<file path="config.mk">
export PLATFORM = sky130hd
export DESIGN_NAME = tvnt_shade
export DESIGN_NICKNAME = d
export VERILOG_FILES = /design/src/rtl/core/tileable_value_noise_texel_core_defines.svh /design/src/rtl/core/tvnt_pkg.sv /design/src/rtl/core/tvnt_shade.sv
export SDC_FILE = /design/constraint.sdc
export NUM_CORES = 2
export LEC_CHECK = 0
export BUFFER_PORTS_ARGS = -buffer_cell sky130_fd_sc_hd__buf_4
export CAP_MARGIN = 0
export CORE_ASPECT_RATIO = 1.1
export CORE_MARGIN = 1
export CORE_UTILIZATION = 30
export DETAILED_ROUTE_END_ITERATION = 10
export SLEW_MARGIN = 20
export SYNTH_ARGS = -nofsm -noshare
export SYNTH_HDL_FRONTEND = slang
export SYNTH_SLANG_ARGS = --single-unit
</file>
<file path="constraint.sdc">
create_clock -name i_clk -period 17.4 [get_ports i_clk]
set_input_delay 1.74 -clock i_clk [delete_from_list [all_inputs] [get_ports i_clk]]
set_output_delay 1.74 -clock i_clk [all_outputs]
set_load 0.05 [all_outputs]
</file>
<file path="src/rtl/core/tileable_value_noise_texel_core_defines.svh">
// Assertion macros used by the texel core top level.
`ifndef TILEABLE_VALUE_NOISE_TEXEL_CORE_DEFINES_SVH
`define TILEABLE_VALUE_NOISE_TEXEL_CORE_DEFINES_SVH

// Same-cycle implication, disabled while reset is held.
`define TVNT_ASSERT_NOW(lbl, clk, rst_n, ante, cons) \
    lbl: assert property (@(posedge clk) disable iff (!rst_n) (ante) |-> (cons)) \
        else $error("tvnt: same-cycle check failed");

// Next-cycle implication, disabled while reset is held.
`define TVNT_ASSERT_NEXT(lbl, clk, rst_n, ante, cons) \
    lbl: assert property (@(posedge clk) disable iff (!rst_n) (ante) |=> (cons)) \
        else $error("tvnt: next-cycle check failed");

`endif

</file>
<file path="src/rtl/core/tvnt_pkg.sv">
// Shared types, constants and helper functions of the texel core.
package tvnt_pkg;

    localparam int COORD_BITS = 12;
    localparam int TEX_W      = 13;
    localparam int VAR_W      = 8;
    localparam int CFG_IDX_W  = 2;
    localparam int CFG_DATA_W = 13;

    localparam logic [CFG_IDX_W-1:0] REG_TEX_SIZE        = 2'd0;
    localparam logic [CFG_IDX_W-1:0] REG_PALETTE_VARIANT = 2'd1;

    localparam logic [TEX_W-1:0] TEX_SIZE_RESET = 13'd256;

    // integer coordinate width; IX_W is the lattice index width after the largest octave shift
    localparam int INT_W    = 18;
    localparam int IX_W     = 20;
    localparam int PER_W    = 15;
    localparam int NOISE_W  = 16;
    localparam int SMOOTH_W = 17;

    localparam int N_OCT     = 5;
    localparam int CLUMP_OCT = 3;

    localparam int AX_LAT  = IX_W + 1;
    localparam int OCT_LAT = 5;
    localparam int SHD_LAT = 5;

    localparam logic [31:0] HASH_MUL_X = 32'd374761393;
    localparam logic [31:0] HASH_MUL_Y = 32'd668265263;
    localparam logic [31:0] HASH_MIX   = 32'd1274126177;

    // reciprocals for division by constants: floor(n * RCP >> SHIFT)
    localparam logic [19:0] RCP_7       = 20'd599187;
    localparam int          RCP_7_SH    = 22;
    localparam logic [18:0] RCP_3       = 19'd349526;
    localparam int          RCP_3_SH    = 20;
    localparam logic [23:0] RCP_100     = 24'd10737419;
    localparam int          RCP_100_SH  = 30;
    localparam logic [13:0] RCP_CH      = 14'd10486;
    localparam int          RCP_CH_SH   = 20;
    localparam logic [19:0] RCP_P100    = 20'd671089;
    localparam int          RCP_P100_SH = 26;
    localparam logic [20:0] RCP_P10     = 21'd1677722;
    localparam int          RCP_P10_SH  = 24;

    localparam logic [1:0] LVL_DARK  = 2'd0;
    localparam logic [1:0] LVL_MID   = 2'd1;
    localparam logic [1:0] LVL_LIGHT = 2'd2;

    typedef struct packed {
        logic [COORD_BITS-1:0] pixel_x;
        logic [COORD_BITS-1:0] pixel_y;
    } t_texel_in;

    typedef struct packed {
        logic [7:0] red;
        logic [7:0] green;
        logic [7:0] blue;
    } t_texel_out;

    // one lattice axis: wrapped corner indices and smoothstep weight
    typedef struct packed {
        logic [PER_W-1:0]    x0;
        logic [PER_W-1:0]    x1;
        logic [SMOOTH_W-1:0] s;
    } t_axis;

    // palette color in hundredths, element 0 red, 1 green, 2 blue
    typedef logic [2:0][5:0] t_pal_rgb;

    function automatic t_pal_rgb pal_color(input logic [1:0] sel, input logic [1:0] lvl);
        t_pal_rgb c;
        case ({sel, lvl})
            4'b00_00: c = {6'd4,  6'd14, 6'd6};
            4'b00_01: c = {6'd9,  6'd26, 6'd13};
            4'b00_10: c = {6'd14, 6'd38, 6'd22};
            4'b01_00: c = {6'd3,  6'd13, 6'd10};
            4'b01_01: c = {6'd6,  6'd24, 6'd22};
            4'b01_10: c = {6'd10, 6'd34, 6'd36};
            4'b10_00: c = {6'd5,  6'd9,  6'd3};
            4'b10_01: c = {6'd10, 6'd17, 6'd7};
            4'b10_10: c = {6'd16, 6'd26, 6'd12};
            4'b11_00: c = {6'd11, 6'd13, 6'd5};
            4'b11_01: c = {6'd20, 6'd24, 6'd10};
            4'b11_10: c = {6'd29, 6'd35, 6'd17};
            default:  c = '0;
        endcase
        return c;
    endfunction

    // (a*(1-s) + b*s) in Q0.16
    function automatic logic [NOISE_W-1:0] lerp16(input logic [NOISE_W-1:0] a,
                                                 input logic [NOISE_W-1:0] b,
                                                 input logic [SMOOTH_W-1:0] s);
        logic [32:0] acc;
        acc = 33'(a) * (33'(17'h10000) - 33'(s)) + 33'(b) * 33'(s);
        return acc[31:16];
    endfunction

endpackage

</file>
<file path="src/rtl/core/tvnt_shade.sv">
// Fractal sums, noise blend and palette mix down to an RGB texel.
module tvnt_shade import tvnt_pkg::*; (
    input  logic                          i_clk,
    input  logic                          i_en,
    input  logic [1:0]                    i_sel,
    input  logic [N_OCT-1:0][NOISE_W-1:0] i_noise,
    output t_texel_out                    o_texel
);

    logic [18:0] w_cs;
    logic [17:0] w_sp;
    logic [38:0] r_cp;
    logic [36:0] r_sp;
    logic [15:0] w_cl;
    logic [15:0] w_sk;
    logic [22:0] r_mix;
    logic [46:0] r_tp;

    logic [16:0] w_t17;
    logic [15:0] w_t;
    logic [15:0] w_u;
    t_pal_rgb    w_lo;
    t_pal_rgb    w_hi;
    logic [22:0] r_ch [3];

    logic [30:0] w_sc [3];
    logic [28:0] w_q  [3];
    logic [7:0]  w_c8 [3];
    t_texel_out  r_texel;

    assign w_cs = (19'(i_noise[0]) << 2) + (19'(i_noise[1]) << 1) + 19'(i_noise[2]);
    assign w_sp = (18'(i_noise[3]) << 1) + 18'(i_noise[4]);

    assign w_cl = r_cp[RCP_7_SH +: 16];
    assign w_sk = r_sp[RCP_3_SH +: 16];

    assign w_t17 = r_tp[RCP_100_SH +: 17];
    assign w_t   = (w_t17 > 17'd65535) ? 16'hFFFF : w_t17[15:0];
    // lower half and upper half both map to u = 2t mod 65536
    assign w_u   = {w_t[14:0], 1'b0};
    assign w_lo  = pal_color(i_sel, w_t[15] ? LVL_MID : LVL_DARK);
    assign w_hi  = pal_color(i_sel, w_t[15] ? LVL_LIGHT : LVL_MID);

    always_comb begin
        for (int c = 0; c < 3; c++) begin
            w_sc[c] = (31'(r_ch[c]) << 8) - 31'(r_ch[c]);
            w_q[c]  = 29'(w_sc[c][30:16]) * 29'(RCP_CH);
            w_c8[c] = (w_q[c][28:RCP_CH_SH] > 9'd255) ? 8'hFF : w_q[c][RCP_CH_SH +: 8];
        end
    end

    always_ff @(posedge i_clk) begin
        if (i_en) begin
            r_cp  <= 39'(w_cs) * 39'(RCP_7);
            r_sp  <= 37'(w_sp) * 37'(RCP_3);
            r_mix <= 23'(w_cl) * 23'(7'd55) + 23'(w_sk) * 23'(6'd45);
            r_tp  <= 47'(r_mix) * 47'(RCP_100);
            for (int c = 0; c < 3; c++) begin
                r_ch[c] <= 23'(w_lo[c]) * (23'(17'h10000) - 23'(w_u)) + 23'(w_hi[c]) * 23'(w_u);
            end
            r_texel <= '{red: w_c8[0], green: w_c8[1], blue: w_c8[2]};
        end
    end

    assign o_texel = r_texel;

endmodule

</file>
==> run summary <==
Tot GR Track Use -> 0.137
number of nets with antenna violations after routing -> 0
clk buf depth -> 2
gp weighted congestion -> 0.905
Layout Nets -> 8580
Setup violations, final -> 0
Critical Path Source Type -> input port
most frequent cells in the layout -> 1626 x inv_1, 1227 x ha_1, 1028 x fa_1
Max-slew headroom -> 0.217
total negative slack -> 0 ns
die width -> 425 um
First-pass DRT Iterations -> 6
Yosys top cell area share -> 0.349
TritonCTS Buffers -> 17
num rows -> 170
Clock Skew -> 0.0227 ns
Synth Register Bits -> 162
HPWL after DPL -> 117 mm
CTS tree -> built
initial antenna violation count -> 2
global-route wire length before repair -> 220 mm
CP required -> 17.70 ns
routed len/inst -> 14.9 um
PortBufs -> 107
GRT overflow -> 0
fmax -> 0.0928 GHz
sequential fraction of the synthesis area -> 0.0825
CP max FO -> 23
CTS Hold Bufs -> 0
Area contributors post-synth -> fa_1 35%, ha_1 26%, inv_1 10%
RSZ-0062 raised after global routing -> false
fin. max-slew vios -> 0
largest net degree at the start of global routing -> 101
fin crit share -> 0.619
status -> completed
fraction of layout cells with a size suffix above 1 -> 0.0413
Sink Count -> 162
synthesized area -> 0.0589 mm2
DRC violations left -> 0
Die ar. -> 0.198 mm2
Clock Latency Late Sink -> 0.55 ns
via-per-instance ratio -> 4.55
DRT iter0 DRCs -> 1589
Cell variety after synth -> 82
die height -> 467 um
WL final -> 131 mm
Max stage delay on crit path -> 0.76 ns
cell repeated most along the worst path -> fa_1
# resized after CTS -> 0
Synthesis Warnings -> 0
Async SR Flop Fraction -> 0
Yosys top cell by area -> fa_1
core area -> 0.195 mm2
Mapped Cells -> 6147
Worst-Margin Slew -> 1.14 ns
main flop type after synthesis -> edfxtp_1
Synth Net Count -> 8486
Hold Vio Cnt, Final -> 0
Worst setup EP type -> register
HP Class -> register to register
CTS clk-pin slew, worst paths -> 0.09 ns
crit path kind -> input port to register
Worst Path Arrival -> 11.07 ns
H-tree depth -> 4
synthesized area per cell -> 9.59 um2
commonest non-fill, non-tap cell in the layout -> inv_1
Period minus WS final -> 10.77 ns
slowest CP cell -> nor2_1
Ports -> 108
Setup Buffers After CTS -> 0
number of global-route vias before repair -> 44100
Max-cap violations -> 0
CTS root buffer -> clkbuf_16
Area Growth Syn to Fin -> 8.03%
EDFF count, synth -> 162
Initial Util -> 0.302
Vias -> 40200
## flip-flops by register name, summed over array words and instances (netlist names)
name     count
r_mix       23
r_cp        16
r_ch        66
r_sp        16
o_texel     24
r_tp        17
## cell families (layout without fill, tap and decap cells)
group | after synthesis | after routing | share of synthesized area
xor gates and xnor gates | 272 | 272 | 0.0405
and+or+nand+nor | 1128 | 1128 | 0.0881
other | 0 | 2 | 0
DFF | 162 | 162 | 0.0825
AOI/OAI and AO/OA | 624 | 624 | 0.0691
muxes | 10 | 10 | 0.00176
adders and majority gates | 2255 | 2255 | 0.610
buffers and inverters | 1696 | 1803 | 0.108
## synthesized netlist by cell type, drive strengths merged (7+ instances only)
master / n
or2: 33
inv: 1626
and3: 30
a31oi: 15
a21o: 98
a2111oi: 11
or4: 9
nand2: 244
clkbuf: 64
and2: 33
nand4: 32
o31ai: 13
o211ai: 14
nand3: 61
or3: 30
fa: 1028
nor2: 478
ha: 1227
nor3: 71
nand2b: 33
nor4: 13
o21bai: 27
a21boi: 9
o21a: 37
edfxtp: 162
a21oi: 187
mux2i: 7
xor2: 78
nor2b: 43
xnor2: 194
a211o: 14
o21ai: 114
a211oi: 24
## worst max-delay path: cells and delay by family
family                     cells  cell delay (ns)
AOI/OAI and AO/OA              9             2.32
xor gates and xnor gates       2             0.27
adders and majority gates      9             4.43
buffers and inverters          6             0.51
and+or+nand+nor                7             1.79
## path summary, 6_finish.rpt
path | from | endpoint | slack (ns) | depth (start not counted)
max reg2reg | r_tp[46]$_DFFE_PP_ | r_ch[0][65]$_DFFE_PP_ | 7.02 | 33
max | i_sel[0] | r_ch[0][65]$_DFFE_PP_ | 6.63 | 33
min | r_cp[22]$_DFFE_PP_ | r_mix[0]$_DFFE_PP_ | 0.72 | 1
min reg2reg | r_cp[22]$_DFFE_PP_ | r_mix[0]$_DFFE_PP_ | 0.72 | 1
## per-stage QoR
step | hold WS [ns] | cell area [um2] | util | setup slack [ns] | cells
final | 0.723 | 63700 | 0.326 | 6.63 | 8836
after global routing | 0.793 | 63700 | 0.326 | 5.76 | 8836
after CTS | 0.741 | 63700 | 0.326 | 6.68 | 8834
after detailed placement | 0.710 | 63100 | 0.323 | 6.11 | 8802
after global placement | 0.702 | 63000 | 0.323 | 6.36 | 8802
after floorplan | 0.575 | 58900 | - | 7.67 | 6147
## final cells by class
cell class | count | area [um2]
fill | 20000 | 131000
multi-input combinational | 4289 | 47800
inverter | 1626 | 6100
sequential | 162 | 4860
tap | 2580 | 3230
timing repair buffer | 145 | 1090
clock buffer | 17 | 425
clock inverter | 15 | 166
antenna | 2 | 5.00
## metal layers
metal	track usage	up-vias	part of all wire
met5	0	-	0
met4	0.0441	0	0.031
met3	0.0164	161	0.029
met2	0.257	571	0.52
met1	0.160	19900	0.42
li1	-	19600	-
Power is not shown: default switching activity piles up to over one toggle a cycle in this logic, so the estimate is an artifact.
