### config.mk
export PLATFORM = sky130hd
export DESIGN_NAME = tvnt_axis
export DESIGN_NICKNAME = d
export VERILOG_FILES = /design/src/rtl/core/tileable_value_noise_texel_core_defines.svh /design/src/rtl/core/tvnt_pkg.sv /design/src/rtl/core/tvnt_axis.sv
export SDC_FILE = /design/constraint.sdc
export NUM_CORES = 2
export LEC_CHECK = 0
export BUFFER_PORTS_ARGS = -buffer_cell sky130_fd_sc_hd__buf_2
export CAP_MARGIN = 40
export CORE_MARGIN = 1
export CORE_UTILIZATION = 45
export DETAILED_ROUTE_END_ITERATION = 12
export PLACE_DENSITY = 0.72
export SYNTH_ARGS = -nofsm -noshare
export SYNTH_HDL_FRONTEND = slang
export SYNTH_SLANG_ARGS = --single-unit
### constraint.sdc
create_clock -name i_clk -period 13.2 [get_ports i_clk]
set_clock_uncertainty 0.1 [all_clocks]
set_input_delay 0 -clock i_clk [delete_from_list [all_inputs] [get_ports i_clk]]
set_output_delay 0 -clock i_clk [all_outputs]
set_load 0.02 [all_outputs]
### src/rtl/core/tileable_value_noise_texel_core_defines.svh
// Assertion macros used by the texel core top level.
`ifndef TILEABLE_VALUE_NOISE_TEXEL_CORE_DEFINES_SVH
`define TILEABLE_VALUE_NOISE_TEXEL_CORE_DEFINES_SVH

// Same-cycle implication, disabled while reset is held.
`define TVNT_ASSERT_NOW(lbl, clk, rst_n, ante, cons) \
    lbl: assert property (@(posedge clk) disable iff (!rst_n) (ante) |-> (cons)) \
        else $error("tvnt: same-cycle check failed");

// Next-cycle implication, disabled while reset is held.
`define TVNT_ASSERT_NEXT(lbl, clk, rst_n, ante, cons) \
    lbl: assert property (@(posedge clk) disable iff (!rst_n) (ante) |=> (cons)) \
        else $error("tvnt: next-cycle check failed");

`endif

### src/rtl/core/tvnt_pkg.sv
// Shared types, constants and helper functions of the texel core.
package tvnt_pkg;

    localparam int COORD_BITS = 12;
    localparam int TEX_W      = 13;
    localparam int VAR_W      = 8;
    localparam int CFG_IDX_W  = 2;
    localparam int CFG_DATA_W = 13;

    localparam logic [CFG_IDX_W-1:0] REG_TEX_SIZE        = 2'd0;
    localparam logic [CFG_IDX_W-1:0] REG_PALETTE_VARIANT = 2'd1;

    localparam logic [TEX_W-1:0] TEX_SIZE_RESET = 13'd256;

    // integer coordinate width; IX_W is the lattice index width after the largest octave shift
    localparam int INT_W    = 18;
    localparam int IX_W     = 20;
    localparam int PER_W    = 15;
    localparam int NOISE_W  = 16;
    localparam int SMOOTH_W = 17;

    localparam int N_OCT     = 5;
    localparam int CLUMP_OCT = 3;

    localparam int AX_LAT  = IX_W + 1;
    localparam int OCT_LAT = 5;
    localparam int SHD_LAT = 5;

    localparam logic [31:0] HASH_MUL_X = 32'd374761393;
    localparam logic [31:0] HASH_MUL_Y = 32'd668265263;
    localparam logic [31:0] HASH_MIX   = 32'd1274126177;

    // reciprocals for division by constants: floor(n * RCP >> SHIFT)
    localparam logic [19:0] RCP_7       = 20'd599187;
    localparam int          RCP_7_SH    = 22;
    localparam logic [18:0] RCP_3       = 19'd349526;
    localparam int          RCP_3_SH    = 20;
    localparam logic [23:0] RCP_100     = 24'd10737419;
    localparam int          RCP_100_SH  = 30;
    localparam logic [13:0] RCP_CH      = 14'd10486;
    localparam int          RCP_CH_SH   = 20;
    localparam logic [19:0] RCP_P100    = 20'd671089;
    localparam int          RCP_P100_SH = 26;
    localparam logic [20:0] RCP_P10     = 21'd1677722;
    localparam int          RCP_P10_SH  = 24;

    localparam logic [1:0] LVL_DARK  = 2'd0;
    localparam logic [1:0] LVL_MID   = 2'd1;
    localparam logic [1:0] LVL_LIGHT = 2'd2;

    typedef struct packed {
        logic [COORD_BITS-1:0] pixel_x;
        logic [COORD_BITS-1:0] pixel_y;
    } t_texel_in;

    typedef struct packed {
        logic [7:0] red;
        logic [7:0] green;
        logic [7:0] blue;
    } t_texel_out;

    // one lattice axis: wrapped corner indices and smoothstep weight
    typedef struct packed {
        logic [PER_W-1:0]    x0;
        logic [PER_W-1:0]    x1;
        logic [SMOOTH_W-1:0] s;
    } t_axis;

    // palette color in hundredths, element 0 red, 1 green, 2 blue
    typedef logic [2:0][5:0] t_pal_rgb;

    function automatic t_pal_rgb pal_color(input logic [1:0] sel, input logic [1:0] lvl);
        t_pal_rgb c;
        case ({sel, lvl})
            4'b00_00: c = {6'd4,  6'd14, 6'd6};
            4'b00_01: c = {6'd9,  6'd26, 6'd13};
            4'b00_10: c = {6'd14, 6'd38, 6'd22};
            4'b01_00: c = {6'd3,  6'd13, 6'd10};
            4'b01_01: c = {6'd6,  6'd24, 6'd22};
            4'b01_10: c = {6'd10, 6'd34, 6'd36};
            4'b10_00: c = {6'd5,  6'd9,  6'd3};
            4'b10_01: c = {6'd10, 6'd17, 6'd7};
            4'b10_10: c = {6'd16, 6'd26, 6'd12};
            4'b11_00: c = {6'd11, 6'd13, 6'd5};
            4'b11_01: c = {6'd20, 6'd24, 6'd10};
            4'b11_10: c = {6'd29, 6'd35, 6'd17};
            default:  c = '0;
        endcase
        return c;
    endfunction

    // (a*(1-s) + b*s) in Q0.16
    function automatic logic [NOISE_W-1:0] lerp16(input logic [NOISE_W-1:0] a,
                                                 input logic [NOISE_W-1:0] b,
                                                 input logic [SMOOTH_W-1:0] s);
        logic [32:0] acc;
        acc = 33'(a) * (33'(17'h10000) - 33'(s)) + 33'(b) * 33'(s);
        return acc[31:16];
    endfunction

endpackage

### src/rtl/core/tvnt_axis.sv
// One lattice axis: pipelined wrap remainder and smoothstep weight.
module tvnt_axis import tvnt_pkg::*; #(
    parameter int FRAC_BITS = 16,
    parameter int SHIFT     = 0
) (
    input  logic                       i_clk,
    input  logic                       i_en,
    input  logic [INT_W+FRAC_BITS-1:0] i_coord,
    input  logic [PER_W-1:0]           i_period,
    output t_axis                      o_axis
);

    localparam int CW = INT_W + FRAC_BITS;
    localparam int WW = CW + 2;

    logic [WW-1:0]          w_wide;
    logic [IX_W-1:0]        w_ix;
    logic [FRAC_BITS-1:0]   w_frac;
    logic [FRAC_BITS+15:0]  w_tx;
    logic [15:0]            w_t;
    logic [31:0]            w_tsq;
    logic [PER_W:0]         w_per;

    logic [PER_W-1:0] w_rin   [IX_W];
    logic [IX_W-1:0]  w_din   [IX_W];
    logic [PER_W:0]   w_trial [IX_W];
    logic [PER_W-1:0] r_rem   [IX_W];
    logic [IX_W-1:0]  r_div   [IX_W-1];

    logic [PER_W:0]     w_inc;
    logic [PER_W-1:0]   r_x0;
    logic [PER_W-1:0]   r_x1;

    logic [15:0]         r_t;
    logic [15:0]         r_t2;
    logic [17:0]         w_wgt;
    logic [33:0]         w_sprod;
    logic [SMOOTH_W-1:0] r_s [AX_LAT-1];

    assign w_wide = {2'b00, i_coord} << SHIFT;
    assign w_ix   = w_wide[FRAC_BITS +: IX_W];
    assign w_frac = w_wide[FRAC_BITS-1:0];
    assign w_tx   = {w_frac, 16'h0000} >> FRAC_BITS;
    assign w_t    = w_tx[15:0];
    assign w_tsq  = 32'(w_t) * 32'(w_t);
    assign w_per  = {1'b0, i_period};

    // one quotient bit per stage, the remainder stays below the period
    always_comb begin
        w_rin[0] = '0;
        w_din[0] = w_ix;
        for (int k = 1; k < IX_W; k++) begin
            w_rin[k] = r_rem[k-1];
            w_din[k] = r_div[k-1];
        end
        for (int k = 0; k < IX_W; k++) begin
            w_trial[k] = {w_rin[k], w_din[k][IX_W-1-k]};
        end
    end

    always_ff @(posedge i_clk) begin
        if (i_en) begin
            for (int k = 0; k < IX_W; k++) begin
                if (w_trial[k] >= w_per) begin
                    r_rem[k] <= PER_W'(w_trial[k] - w_per);
                end else begin
                    r_rem[k] <= PER_W'(w_trial[k]);
                end
            end
            for (int k = 0; k < IX_W - 1; k++) begin
                r_div[k] <= w_din[k];
            end
        end
    end

    assign w_inc = {1'b0, r_rem[IX_W-1]} + 1'b1;

    always_ff @(posedge i_clk) begin
        if (i_en) begin
            r_x0 <= r_rem[IX_W-1];
            r_x1 <= (w_inc == w_per) ? '0 : PER_W'(w_inc);
        end
    end

    assign w_wgt   = 18'h30000 - {1'b0, r_t, 1'b0};
    assign w_sprod = 34'(r_t2) * 34'(w_wgt);

    always_ff @(posedge i_clk) begin
        if (i_en) begin
            r_t  <= w_t;
            r_t2 <= w_tsq[31:16];
            r_s[0] <= w_sprod[32:16];
            for (int k = 1; k < AX_LAT - 1; k++) begin
                r_s[k] <= r_s[k-1];
            end
        end
    end

    assign o_axis = '{x0: r_x0, x1: r_x1, s: r_s[AX_LAT-2]};

endmodule

==> metrics <==
Hold WC Path Type in -> reg; final period utilization 0.652; GPL Wtd Cong 0.887; Post-Syn Area 0.0585 sq mm; Worst setup startpoint r_t[0]$_DFFE_PP_; Final setup viols 0; CP endpoint kind register; first-pass GRT wire length 194000 um; cell total after placement approximately 6700; HP Start i_period[13]; Final Hold Viols 0; DIE HEIGHT 363 um; most common cell after layout, fill and taps aside edfxtp_1; Std-Cell Rows 131; maximum clock path buffer count 3; CTS tree built; vias per cell 5.33; final slew viol count 0; Num CTS Buffers 98; ys flop type edfxtp_1; fmax 0.116 GHz; Placed Area 0.0610 sq mm; Post-Route WL 119000 um; drt drc 0; clock sink count ~900; total grt overflow 0; total track usage 0.183; non-filler cells, final 6999; slew of the pin with the lowest slew margin between 0.9 and 1 ns; pin count of the biggest net entering global routing 181; growth of design area from synthesis to finish 11.5%; Crit Path Class reg -> reg; Syn Nets 5926; Post-synth EDFFs 891; Ys Warns 0; #FFs+latches synth approximately 890; Finished Cell Area 0.0653 sq mm; clk slew on worst S/H paths 0.06 ns; Core Footprint 0.128 sq mm; outcome complete, no violations; nets@finish 6110; worst rel slew slack 0.368; Reg2Reg Launch Point r_t[0]$_DFFE_PP_; DR WL/cell 17.0 um; critical path arrival 8.93 ns; Post-synth ARST share 0; commonest cells after routing, fill and taps aside 891 x edfxtp_1, 580 x inv_1, 485 x ha_1; Top Ports 98; startpoint types register; WP data required 13.52 ns; IO buf count 97; post-synth cell types 77; dpl hpwl 82900 um; share of layout cells above drive strength 1 0.0746; full die area 0.131 sq mm; setup_tns 0 ns; worst skew pair latency 0.71 ns; initial antenna violation count 3; vias in the first global route 37554; minimum clock period 8.61 ns; max-cap viol count 0; number of DRC markers in iteration 0 2815; Initial Util 0.456; post-synthesis sequential area ratio 0.457; clock root cell clkbuf_16; vias post-DR between 30000 and 40000; Die Span X approximately 360 um; Post-Synthesis Cells 5000; CP Max Fanout 17; Post-DRT Antenna Nets 0; RSZ-0062 raised after global routing no; Avg Cell Area, Syn 11.7 sq um; First-pass DRT Iterations 6; Post-CTS Resized 0; CTS H-tree lvls 3
==> final timing paths <==
check	end	slack (ns)	cells past startpoint
setup / recovery	r_s[0][15]$_DFFE_PP_	4.59	26
hold reg to reg	r_s[1][25]$_DFFE_PP_	0.29	0
hold / removal	r_rem[0][14]$_SDFFCE_PP0P_	0.18	7
setup reg to reg	r_s[0][15]$_DFFE_PP_	4.59	26
==> repair_timing <==
| action | in CTS | in global routing |
|---|---|---|
| hold buffers | 79 | 0 |
| setup buffers | 0 | 0 |
| hold endpoints to repair | 134 | 0 |
==> critical path, stage by stage (launching register included) <==
cell	delay, ns
edfxtp_1	0.59
inv_1	0.16
ha_1	0.20
nand2_1	0.09
or3_1	0.39
or4b_1	0.58
nor2_1	0.20
xnor2_2	0.36
nand2_1	0.16
fa_1	0.54
fa_1	0.44
fa_1	0.51
inv_1	0.05
fa_1	0.47
fa_1	0.54
inv_1	0.05
fa_1	0.54
inv_1	0.05
ha_1	0.28
and4_1	0.20
nand3_1	0.09
o31ai_1	0.55
o211ai_1	0.30
a31o_2	0.36
o211a_1	0.25
a21boi_0	0.20
xor2_1	0.09
==> logic make-up after synthesis <==
logic type | after synthesis | synth area share
adders and majority gates | 875 | 0.237
AOI/OAI and AO/OA | 771 | 0.0809
muxes | 82 | 0.0152
and+or+nand+nor | 1321 | 0.110
xor gates and xnor gates | 334 | 0.0501
buffers and inverters | 726 | 0.0490
DFF | 891 | 0.457
==> routing by layer <==
metal  GRT usage  routed length (um)  vias up
li1            -                   -    17807
met1       0.247               53100    18386
met2       0.304               57100      918
met3      0.0253                5740      191
met4      0.0600                3250        0
met5           0                   0        -
==> synth_stat cells (all sizes together) (53+ instances only) <==
master,n,area (sq um)
edfxtp,891,26800
nor2,332,1250
and2,185,1160
o21ai,146,738
a21o,62,465
nand4,67,425
nor3,93,475
xor2,137,1200
clkbuf,82,308
nor2b,73,464
fa,390,7810
ha,485,6070
nand3,70,350
inv,580,2180
o21a,53,399
nand2,355,1330
a21oi,344,1720
buf,64,384
xnor2,197,1730
==> flip-flops by register name, summed over array words and instances (netlist names) <==
| signal | flops |
|---|---|
| r_rem | 300 |
| r_x0 | 15 |
| r_t2 | 16 |
| r_div | 189 |
| r_t | 16 |
| r_x1 | 15 |
| r_s | 340 |
==> area by class of cell <==
type	count	area (sq um)
repair buffers	230	1820
fillers	10952	63100
well taps	1729	2160
clock inverters	77	956
inverters	580	2180
flip-flops and latches	891	26800
diodes	2	5.00
clock buffers	107	2490
multi-input cells	3383	28900
==> metrics by stage <==
| stage | util | hold slack, ns | setup WS [ns] |
|---|---|---|---|
| 5_1_grt | 0.509 | 0.179 | 3.93 |
| 6_report | 0.509 | 0.180 | 4.59 |
| 4_1_cts | 0.509 | 0.133 | 4.54 |
| 3_5_place_dp | 0.476 | 0.0783 | 4.58 |
| 2_1_floorplan | - | -0.00113 | 5.60 |
| 3_3_place_gp | 0.474 | 0.0785 | 4.76 |
Power is left out: the tool's default activity adds up to more than one toggle a clock period on the data nets, which glitch-free logic cannot reach.
